### config.mk
export PLATFORM = sky130hd
export DESIGN_NAME = cmwc_seed_gen
export DESIGN_NICKNAME = d
export VERILOG_FILES = /design/src/rtl/cmwc_pkg.sv /design/src/rtl/cmwc_seed_gen.sv
export SDC_FILE = /design/constraint.sdc
export NUM_CORES = 1
export LEC_CHECK = 0
export BUFFER_PORTS_ARGS = -buffer_cell sky130_fd_sc_hd__buf_2
export CAP_MARGIN = 5
export CORE_MARGIN = 4
export CORE_UTILIZATION = 45
export CTS_CLUSTER_DIAMETER = 80
export CTS_CLUSTER_SIZE = 40
export DETAILED_ROUTE_END_ITERATION = 12
export HOLD_SLACK_MARGIN = 0.06
export PLACE_DENSITY = 0.65
export SLEW_MARGIN = 20
export SYNTH_ARGS = -nofsm -noshare
export SYNTH_HDL_FRONTEND = slang
export SYNTH_SLANG_ARGS = --single-unit
export TNS_END_PERCENT = 30
### constraint.sdc
create_clock -name clk -period 3.4 [get_ports clk]
set_clock_uncertainty 0.2 [all_clocks]
set_input_delay 0.51 -clock clk [delete_from_list [all_inputs] [get_ports clk]]
set_output_delay 0.51 -clock clk [all_outputs]
set_load 0.01 [all_outputs]
### src/rtl/cmwc_pkg.sv
// shared constants and types of the cmwc4096 random word generator
`default_nettype none

package cmwc_pkg;

    // lag table geometry
    localparam int unsigned TABLE_DEPTH = 4096;
    localparam int unsigned ADDR_W      = $clog2(TABLE_DEPTH);
    localparam int unsigned WORD_W      = 32;
    localparam int unsigned CARRY_W     = 19;

    // generator constants
    localparam logic [WORD_W-1:0]  GOLDEN_STEP = 32'h9e37_79b9;
    localparam logic [14:0]        CMWC_MULT   = 15'd18782;
    localparam logic [WORD_W-1:0]  CMWC_BASE   = 32'hffff_fffe;
    localparam logic [CARRY_W-1:0] CARRY_RESET = 19'd362436;
    localparam logic [ADDR_W-1:0]  INDEX_RESET = 12'd4095;
    localparam logic [ADDR_W-1:0]  LAST_ADDR   = 12'd4095;

    // width of the multiply-and-add result
    localparam int unsigned PROD_W = 48;

    // function codes carried on the input user field
    localparam logic FUNC_SEED = 1'b0;
    localparam logic FUNC_DRAW = 1'b1;

    // one write into the lag table
    typedef struct packed {
        logic              en;
        logic [ADDR_W-1:0] addr;
        logic [WORD_W-1:0] data;
    } tbl_wr_t;

endpackage : cmwc_pkg

`default_nettype wire

### src/rtl/cmwc_seed_gen.sv
// seeding sequencer that produces one lag table word per cycle
`default_nettype none

module cmwc_seed_gen
(
    input  wire logic                          clk,
    input  wire logic                          rst_n,
    input  wire logic                          start,
    input  wire logic [cmwc_pkg::WORD_W-1:0]   seed,
    output cmwc_pkg::tbl_wr_t                  wr,
    output logic                               done
);

    logic                          busy_reg;
    logic [cmwc_pkg::ADDR_W-1:0]   k_reg;
    logic [cmwc_pkg::WORD_W-1:0]   w1_reg;
    logic [cmwc_pkg::WORD_W-1:0]   w2_reg;
    logic [cmwc_pkg::WORD_W-1:0]   w3_reg;
    logic [cmwc_pkg::WORD_W-1:0]   word_next;

    // next table word: golden steps for the first words, then the xor recurrence
    always_comb
    begin
        if (k_reg < cmwc_pkg::ADDR_W'(3))
        begin
            word_next = w1_reg + cmwc_pkg::GOLDEN_STEP;
        end
        else
        begin
            word_next = w3_reg ^ w2_reg ^ cmwc_pkg::GOLDEN_STEP
                        ^ cmwc_pkg::WORD_W'(k_reg);
        end
    end

    // write port: the seed itself on start, then one derived word per cycle
    always_comb
    begin
        if (start)
        begin
            wr.en   = 1'b1;
            wr.addr = '0;
            wr.data = seed;
        end
        else
        begin
            wr.en   = busy_reg;
            wr.addr = k_reg;
            wr.data = word_next;
        end
    end

    assign done = busy_reg && (k_reg == cmwc_pkg::LAST_ADDR);

    // control state
    always_ff @(posedge clk or negedge rst_n)
    begin
        if (!rst_n)
        begin
            busy_reg <= 1'b0;
            k_reg    <= '0;
        end
        else if (start)
        begin
            busy_reg <= 1'b1;
            k_reg    <= cmwc_pkg::ADDR_W'(1);
        end
        else if (busy_reg)
        begin
            if (done)
            begin
                busy_reg <= 1'b0;
            end
            k_reg <= k_reg + cmwc_pkg::ADDR_W'(1);
        end
    end

    // history of the last three words
    always_ff @(posedge clk)
    begin
        if (start)
        begin
            w1_reg <= seed;
            w2_reg <= seed;
            w3_reg <= seed;
        end
        else if (busy_reg)
        begin
            w3_reg <= w2_reg;
            w2_reg <= w1_reg;
            w1_reg <= word_next;
        end
    end

endmodule : cmwc_seed_gen

`default_nettype wire

==> results of run 1 <==
[placed cells by master, fill, tap and decap left out, types with 3 or more instances in the layout]
cell	synthesis	final
nor2b_1	14	14
dfrtp_1	13	13
nand2b_1	4	4
nor2_1	34	32
o211ai_1	4	4
mux2i_1	3	3
clkbuf_16	0	9
inv_1	71	71
inv_6	0	3
a21oi_1	22	21
xnor2_1	44	44
edfxtp_1	96	96
o21ai_0	84	84
nand3_1	4	4
nand2_1	52	52
buf_4	0	19
nand4_1	5	5
or3_1	8	8
nor3_1	16	13
buf_2	3	79
a211oi_1	5	5
xor2_1	26	26
nor3_2	1	3
o221ai_1	8	8
[synth_stat cells (all sizes together) (3+ instances only)]
library cell / count / share of area
a211oi: 8 / 0.013
a21oi: 22 / 0.018
a31oi: 3 / 0.0042
buf: 4 / 0.0044
clkbuf: 25 / 0.016
dfrtp: 13 / 0.055
edfxtp: 96 / 0.48
inv: 71 / 0.045
mux2i: 3 / 0.0050
nand2: 52 / 0.033
nand2b: 4 / 0.0042
nand3: 4 / 0.0034
nand4: 5 / 0.0052
nor2: 34 / 0.021
nor2b: 14 / 0.015
nor3: 17 / 0.015
o211ai: 4 / 0.0050
o21ai: 87 / 0.073
o221ai: 8 / 0.012
o31ai: 3 / 0.0038
or3: 8 / 0.0084
xnor2: 44 / 0.065
xor2: 26 / 0.038
[cell type report]
cell class | count | share of cell area
repair buffers | 101 | 0.0825
well taps | 172 | 0.0306
inverters | 71 | 0.0379
clock inverters | 5 | 0.00606
multi-input cells | 380 | 0.354
flip-flops and latches | 109 | 0.457
clock buffers | 10 | 0.0326
[layer usage]
| metal | vias to the layer above | global-route usage | share of wire |
|---|---|---|---|
| li1 | 2223 | - | - |
| met1 | 2159 | 0.243 | 0.45 |
| met2 | 110 | 0.305 | 0.49 |
| met3 | 9 | 0.0439 | 0.054 |
| met4 | 0 | 0.0526 | 0.010 |
| met5 | - | 0 | 0 |
[critical path: stages (launching register included)]
cell and delay, ns:
edfxtp_1 0.48, ha_4 0.23, a2111oi_4 0.41, a211o_2 0.26, a21o_4 0.14, a2111oi_1 0.07
a31o_1 0.24, nor3_4 0.23, buf_2 0.17
[where the power goes]
group / switching (mW) / total [mW] / internal, mW / leakage (nW)
clock: 0.502 / 1.01 / 0.503 / 0.130
sequential: 0.220 / 1.96 / 1.74 / 1.22
combinational: 0.681 / 1.22 / 0.537 / 1.56
[per-stage QoR]
stage	setup WS (ns)	cell area, sq um	total power [mW]	hold slack, ns
5_1_grt	-0.0218	7020	4.44	0.261
3_3_place_gp	0.317	6590	3.09	0.210
4_1_cts	0.00762	6900	4.15	0.249
2_1_floorplan	0.371	5970	2.74	0.0144
6_report	0.109	7020	4.18	0.263
3_5_place_dp	0.225	6590	3.12	0.218
[final timing paths]
| path | start | to | cells past startpoint |
|---|---|---|---|
| max reg2reg | w1_reg[16] | w1_reg[31] | 6 |
| min | seed[1] | w2_reg[1] | 3 |
| min in group asynchronous | rst_n | k_reg[6] | 2 |
| max | w1_reg[0] | wr[22] | 8 |
| min reg2reg | k_reg[0] | k_reg[0] | 2 |
| max in group asynchronous | rst_n | k_reg[11] | 2 |
[timing repair]
action                                  in CTS  in global routing
gates resized for setup                      4                 18
pin swaps                                    1                  8
hold buffers                                 1                  0
endpoints found under the hold margin       13                  0
setup buffers                                1                  5
endpoints found under the setup margin       8                 25
[logic make-up after synthesis]
kind of cell,count (synthesis),synth area share
AOI/OAI and AO/OA,155,0.164
buffers and inverters,100,0.0648
muxes,4,0.00692
xor gates and xnor gates,70,0.103
DFF,109,0.538
and+or+nand+nor,149,0.120
adders and majority gates,2,0.00419
==> summary.txt, run 1 <==
Status: finished clean
Async SR Flop Fraction: 0.119
Period utilization: 0.968
Placed Instances: 826
Routed WL per cell: 15.9 um
DR DRC count: 0
CTS H-tree depth: 3
Core Util, Final: 0.548
Core area: 12,800 sq um
I/O Buffers: 80
Syn Nets: 626
Worst hold path class: in2reg
Distinct cells, synth: 54
Leakage: 2.91 nW
Final setup vio count: 0
Critical Path Fanout Max: 4
Die area: 15,200 sq um
TNS Setup: 0 ns
EDFF count, synth: 96
Initial antenna violation count: 0
CTS Buffer Depth: 2
Maximum vdd drop: 0.380 mV
Worst setup SP type: register
Critical setup path kind: reg2out
Largest net degree at the start of global routing: 48
Worst skew pair latency: 0.36 ns
Cell area after synthesis: 5970 sq um
Initial DRC count: 358
Slew headroom: 0.600
Max-cap check violation count: 0
Pwr per Cell Area: 595 nW/um^2
Clk sink count: 109
Min Tclk post-route: 3.29 ns
RSZ-0062 raised after global routing: true
Layout cells sized above 1: 0.210
Iteration count of the initial detailed-routing pass: 6
RD Place Congestion: 0.815
Sequential share of the synthesized area: 0.538
Primary FF master, synth: edfxtp_1
Fin nets: 709
Clock transition at path regs: 0.07 ns
# fillers: 1,200
Worst-margin pin slew: 0.596 ns
Area delta synth->final: 17.7%
Max Slew Vio Count: 0
Post-Route WL: 13,500 um
Via count: 4,501
Row Count: 41
Vias in the first global route: 4,429
Flops & latches, synth: 109
I/O Pins: 81
Hpwl dp: 9570 um
CTS tree: built
Setup crit end kind: output port
Number of antenna diodes: 0
Required time of the critical path: 2.69 ns
Num CTS Buffers: 9
Fmax: 304 MHz
Die height: 123 um
Synth warnings: 0
Mean number of vias per cell: 5.31
DRT antenna net count: 0
Die X: 123 um
Non-filler instance count after layout: 848
GR Util All Layers: 0.184
First-pass GRT wire length: 22,000 um
CP Data Arrival Time: 2.58 ns
Initial core utilization: 0.465
Register area: 3210 sq um
Root Buffer: clkbuf_16
Gr ovfl total: 0
Mean post-synth cell area: 10.1 sq um
Post-Synthesis Cells: 589
Flop2flop setup slack: 0.91 ns
Area of the multi-input gates: 2480 sq um
Final hold violation count: 0
Power figures use the tool's default switching activity.
==> inputs of run 2 (changes only) <==
--- a/config.mk
+++ b/config.mk
@@ -13,8 +13,7 @@
 export CTS_CLUSTER_SIZE = 40
 export DETAILED_ROUTE_END_ITERATION = 12
 export HOLD_SLACK_MARGIN = 0.06
-export PLACE_DENSITY = 0.65
-export SLEW_MARGIN = 20
+export PLACE_DENSITY = 0.77
 export SYNTH_ARGS = -nofsm -noshare
 export SYNTH_HDL_FRONTEND = slang
 export SYNTH_SLANG_ARGS = --single-unit
==> constraint.sdc (replaced) <==
create_clock -name clk -period 3.2 [get_ports clk]
set_clock_uncertainty 0.2 [all_clocks]
set_input_delay 0.48 -clock clk [delete_from_list [all_inputs] [get_ports clk]]
set_output_delay 0.48 -clock clk [all_outputs]
set_load 0.01 [all_outputs]
==> run 2 against run 1 <==
Compared with the run above: sequential share of layout area shrank 0.21 points; final area grew 0.46%; cell count grew 0.12%; power grew 7.2%; flip-flop and latch count is the same; first-iteration DRC count grew 8.4%; sequential power grew 7%; critical path depth shrank 1; combinational power grew 9%; clock power grew 5%.
==> summary.txt, run 2 (synthesis gave the netlist of run 1 again) <==
Status: finished clean
Worst stage delay on the critical path: 0.47 ns
Worst Path Buf+Inv: 1
Critical Path Stages: 7
RSZ-0062 raised after global routing: true
CTS Buffer Depth: 2
Die area: 15,200 sq um
Final setup vio count: 0
Maximum vdd drop: 0.364 mV
Fin Hold WS: 0.239 ns
FF-to-FF End: w1_reg[31]
Setup crit end kind: output port
Die X: 123 um
Num CTS Buffers: 9
Critical setup path kind: reg2out
Routed WL per cell: 16.2 um
Final hold violation count: 0
Gr ovfl total: 0
Most frequent cells in the layout: edfxtp_1 (96), o21ai_0 (82), buf_2 (79), inv_1 (71), nand2_1 (52)
CP Data Arrival Time: 2.50 ns
Mean number of vias per cell: 5.36
Vias in the first global route: 4,387
Cell family with most CP delay: simple AND/OR/NAND/NOR gates
Placed Instances: 828
DR DRC count: 0
Largest net degree at the start of global routing: 63
Fmax: 314 MHz
Slew headroom: 0.678
Max Slew Vio Count: 0
Initial antenna violation count: 0
Reg2Reg Depth: 7
Initial DRC count: 388
Setup WS pre-CTS: 0.167 ns
FF-to-FF Start: w1_reg[18]
Period utilization: 0.995
Min Tclk post-route: 3.18 ns
Required time of the critical path: 2.52 ns
Post-Route WL: 13,800 um
Flop2flop setup slack: 0.62 ns
Worst hold path class: in2reg
Critical Path End: wr[31]
Non-filler instance count after layout: 849
Worst-path cell with the longest stage delay: edfxtp_1
Hpwl dp: 9530 um
Crit path launch: w1_reg[18]
Critical Path Fanout Max: 4
I/O Pins: 81
Clk sink count: 109
GR Util All Layers: 0.182
I/O Buffers: 80
Number of antenna diodes: 0
Area delta synth->final: 18.3%
Clock transition at path regs: 0.07 ns
CTS tree: built
Layout cells sized above 1: 0.220
Worst-margin pin slew: 0.481 ns
DRT antenna net count: 0
CP Cell Sequence: or3_4 -> nor4b_4 -> o311ai_4 -> a211oi_2 -> mux2i_1 -> o211ai_1 -> buf_2
Iteration count of the initial detailed-routing pass: 7
Core area: 12,800 sq um
Setup ws final: 0.0154 ns
Via count: 4,553
Fin nets: 709
Worst skew pair latency: 0.35 ns
Most common cell after layout, fill and taps aside: edfxtp_1
Pwr per Cell Area: 635 nW/um^2
Worst setup SP type: register
Leakage: 2.91 nW
First-pass GRT wire length: 21,800 um
Row Count: 41
Root Buffer: clkbuf_16
Die height: 123 um
CTS H-tree depth: 3
RD Place Congestion: 0.872
Max-cap check violation count: 0
Initial core utilization: 0.465
## run 2: report_power, final
part           total [mW]  switching [mW]  internal (mW)
sequential           2.09           0.240           1.85
clock                1.06           0.528          0.536
combinational        1.33           0.752          0.581
total                4.48            1.52           2.96
## run 2: repair_timing
item | CTS | global route
buffers inserted | 1 | 3
hold buffers | 1 | 0
cloned | 0 | 0
hold endpoints to repair | 13 | 0
resized for setup | 16 | 14
setup endpoints to repair | 22 | 28
pin swaps | 1 | 6
## run 2: through the flow
stage | total power [mW] | setup TNS (ns) | utilization | instance area [sq um]
after floorplan | 2.91 | 0 | - | 5970
after global placement | 3.28 | 0 | 0.515 | 6600
after detailed placement | 3.32 | 0 | 0.515 | 6600
after CTS | 4.43 | -0.0524 | 0.543 | 6970
after global routing | 4.74 | -0.805 | 0.550 | 7060
final | 4.48 | 0 | 0.550 | 7060
## run 2: worst min path at each step
stage | startpoint | to | slack (ns) | cells past startpoint
floorplan | rst_n | busy_reg | -0.02 | 0
global route | seed[1] | w3_reg[1] | 0.24 | 3
finish | seed[1] | w3_reg[1] | 0.24 | 3
CTS | seed[21] | w3_reg[21] | 0.24 | 3
detailed placement | rst_n | k_reg[8] | 0.18 | 1
global placement | rst_n | k_reg[10] | 0.17 | 1
## run 2: metal layers
layer | vias up | GRT usage | wire, um
met5 | - | 0 | 0
met4 | 0 | 0.0360 | 87
met3 | 9 | 0.0448 | 841
met2 | 141 | 0.301 | 6900
met1 | 2178 | 0.247 | 5930
li1 | 2225 | - | -
## run 2: layout make-up
type	count	area [sq um]
Fill cell	1141	5770
Sequential cell	109	3210
Multi-Input combinational cell	380	2510
Timing Repair Buffer	101	579
Inverter	71	267
Clock buffer	10	229
Tap cell	172	215
Clock inverter	6	47.5
## run 2: worst register-to-register path: stages, from the launching register on
cell      delay [ns]
edfxtp_1        0.47
or3_4           0.45
nor4b_4         0.29
o311ai_4        0.19
a211oi_2        0.25
mux2i_1         0.22
o211ai_1        0.13
buf_4           0.15
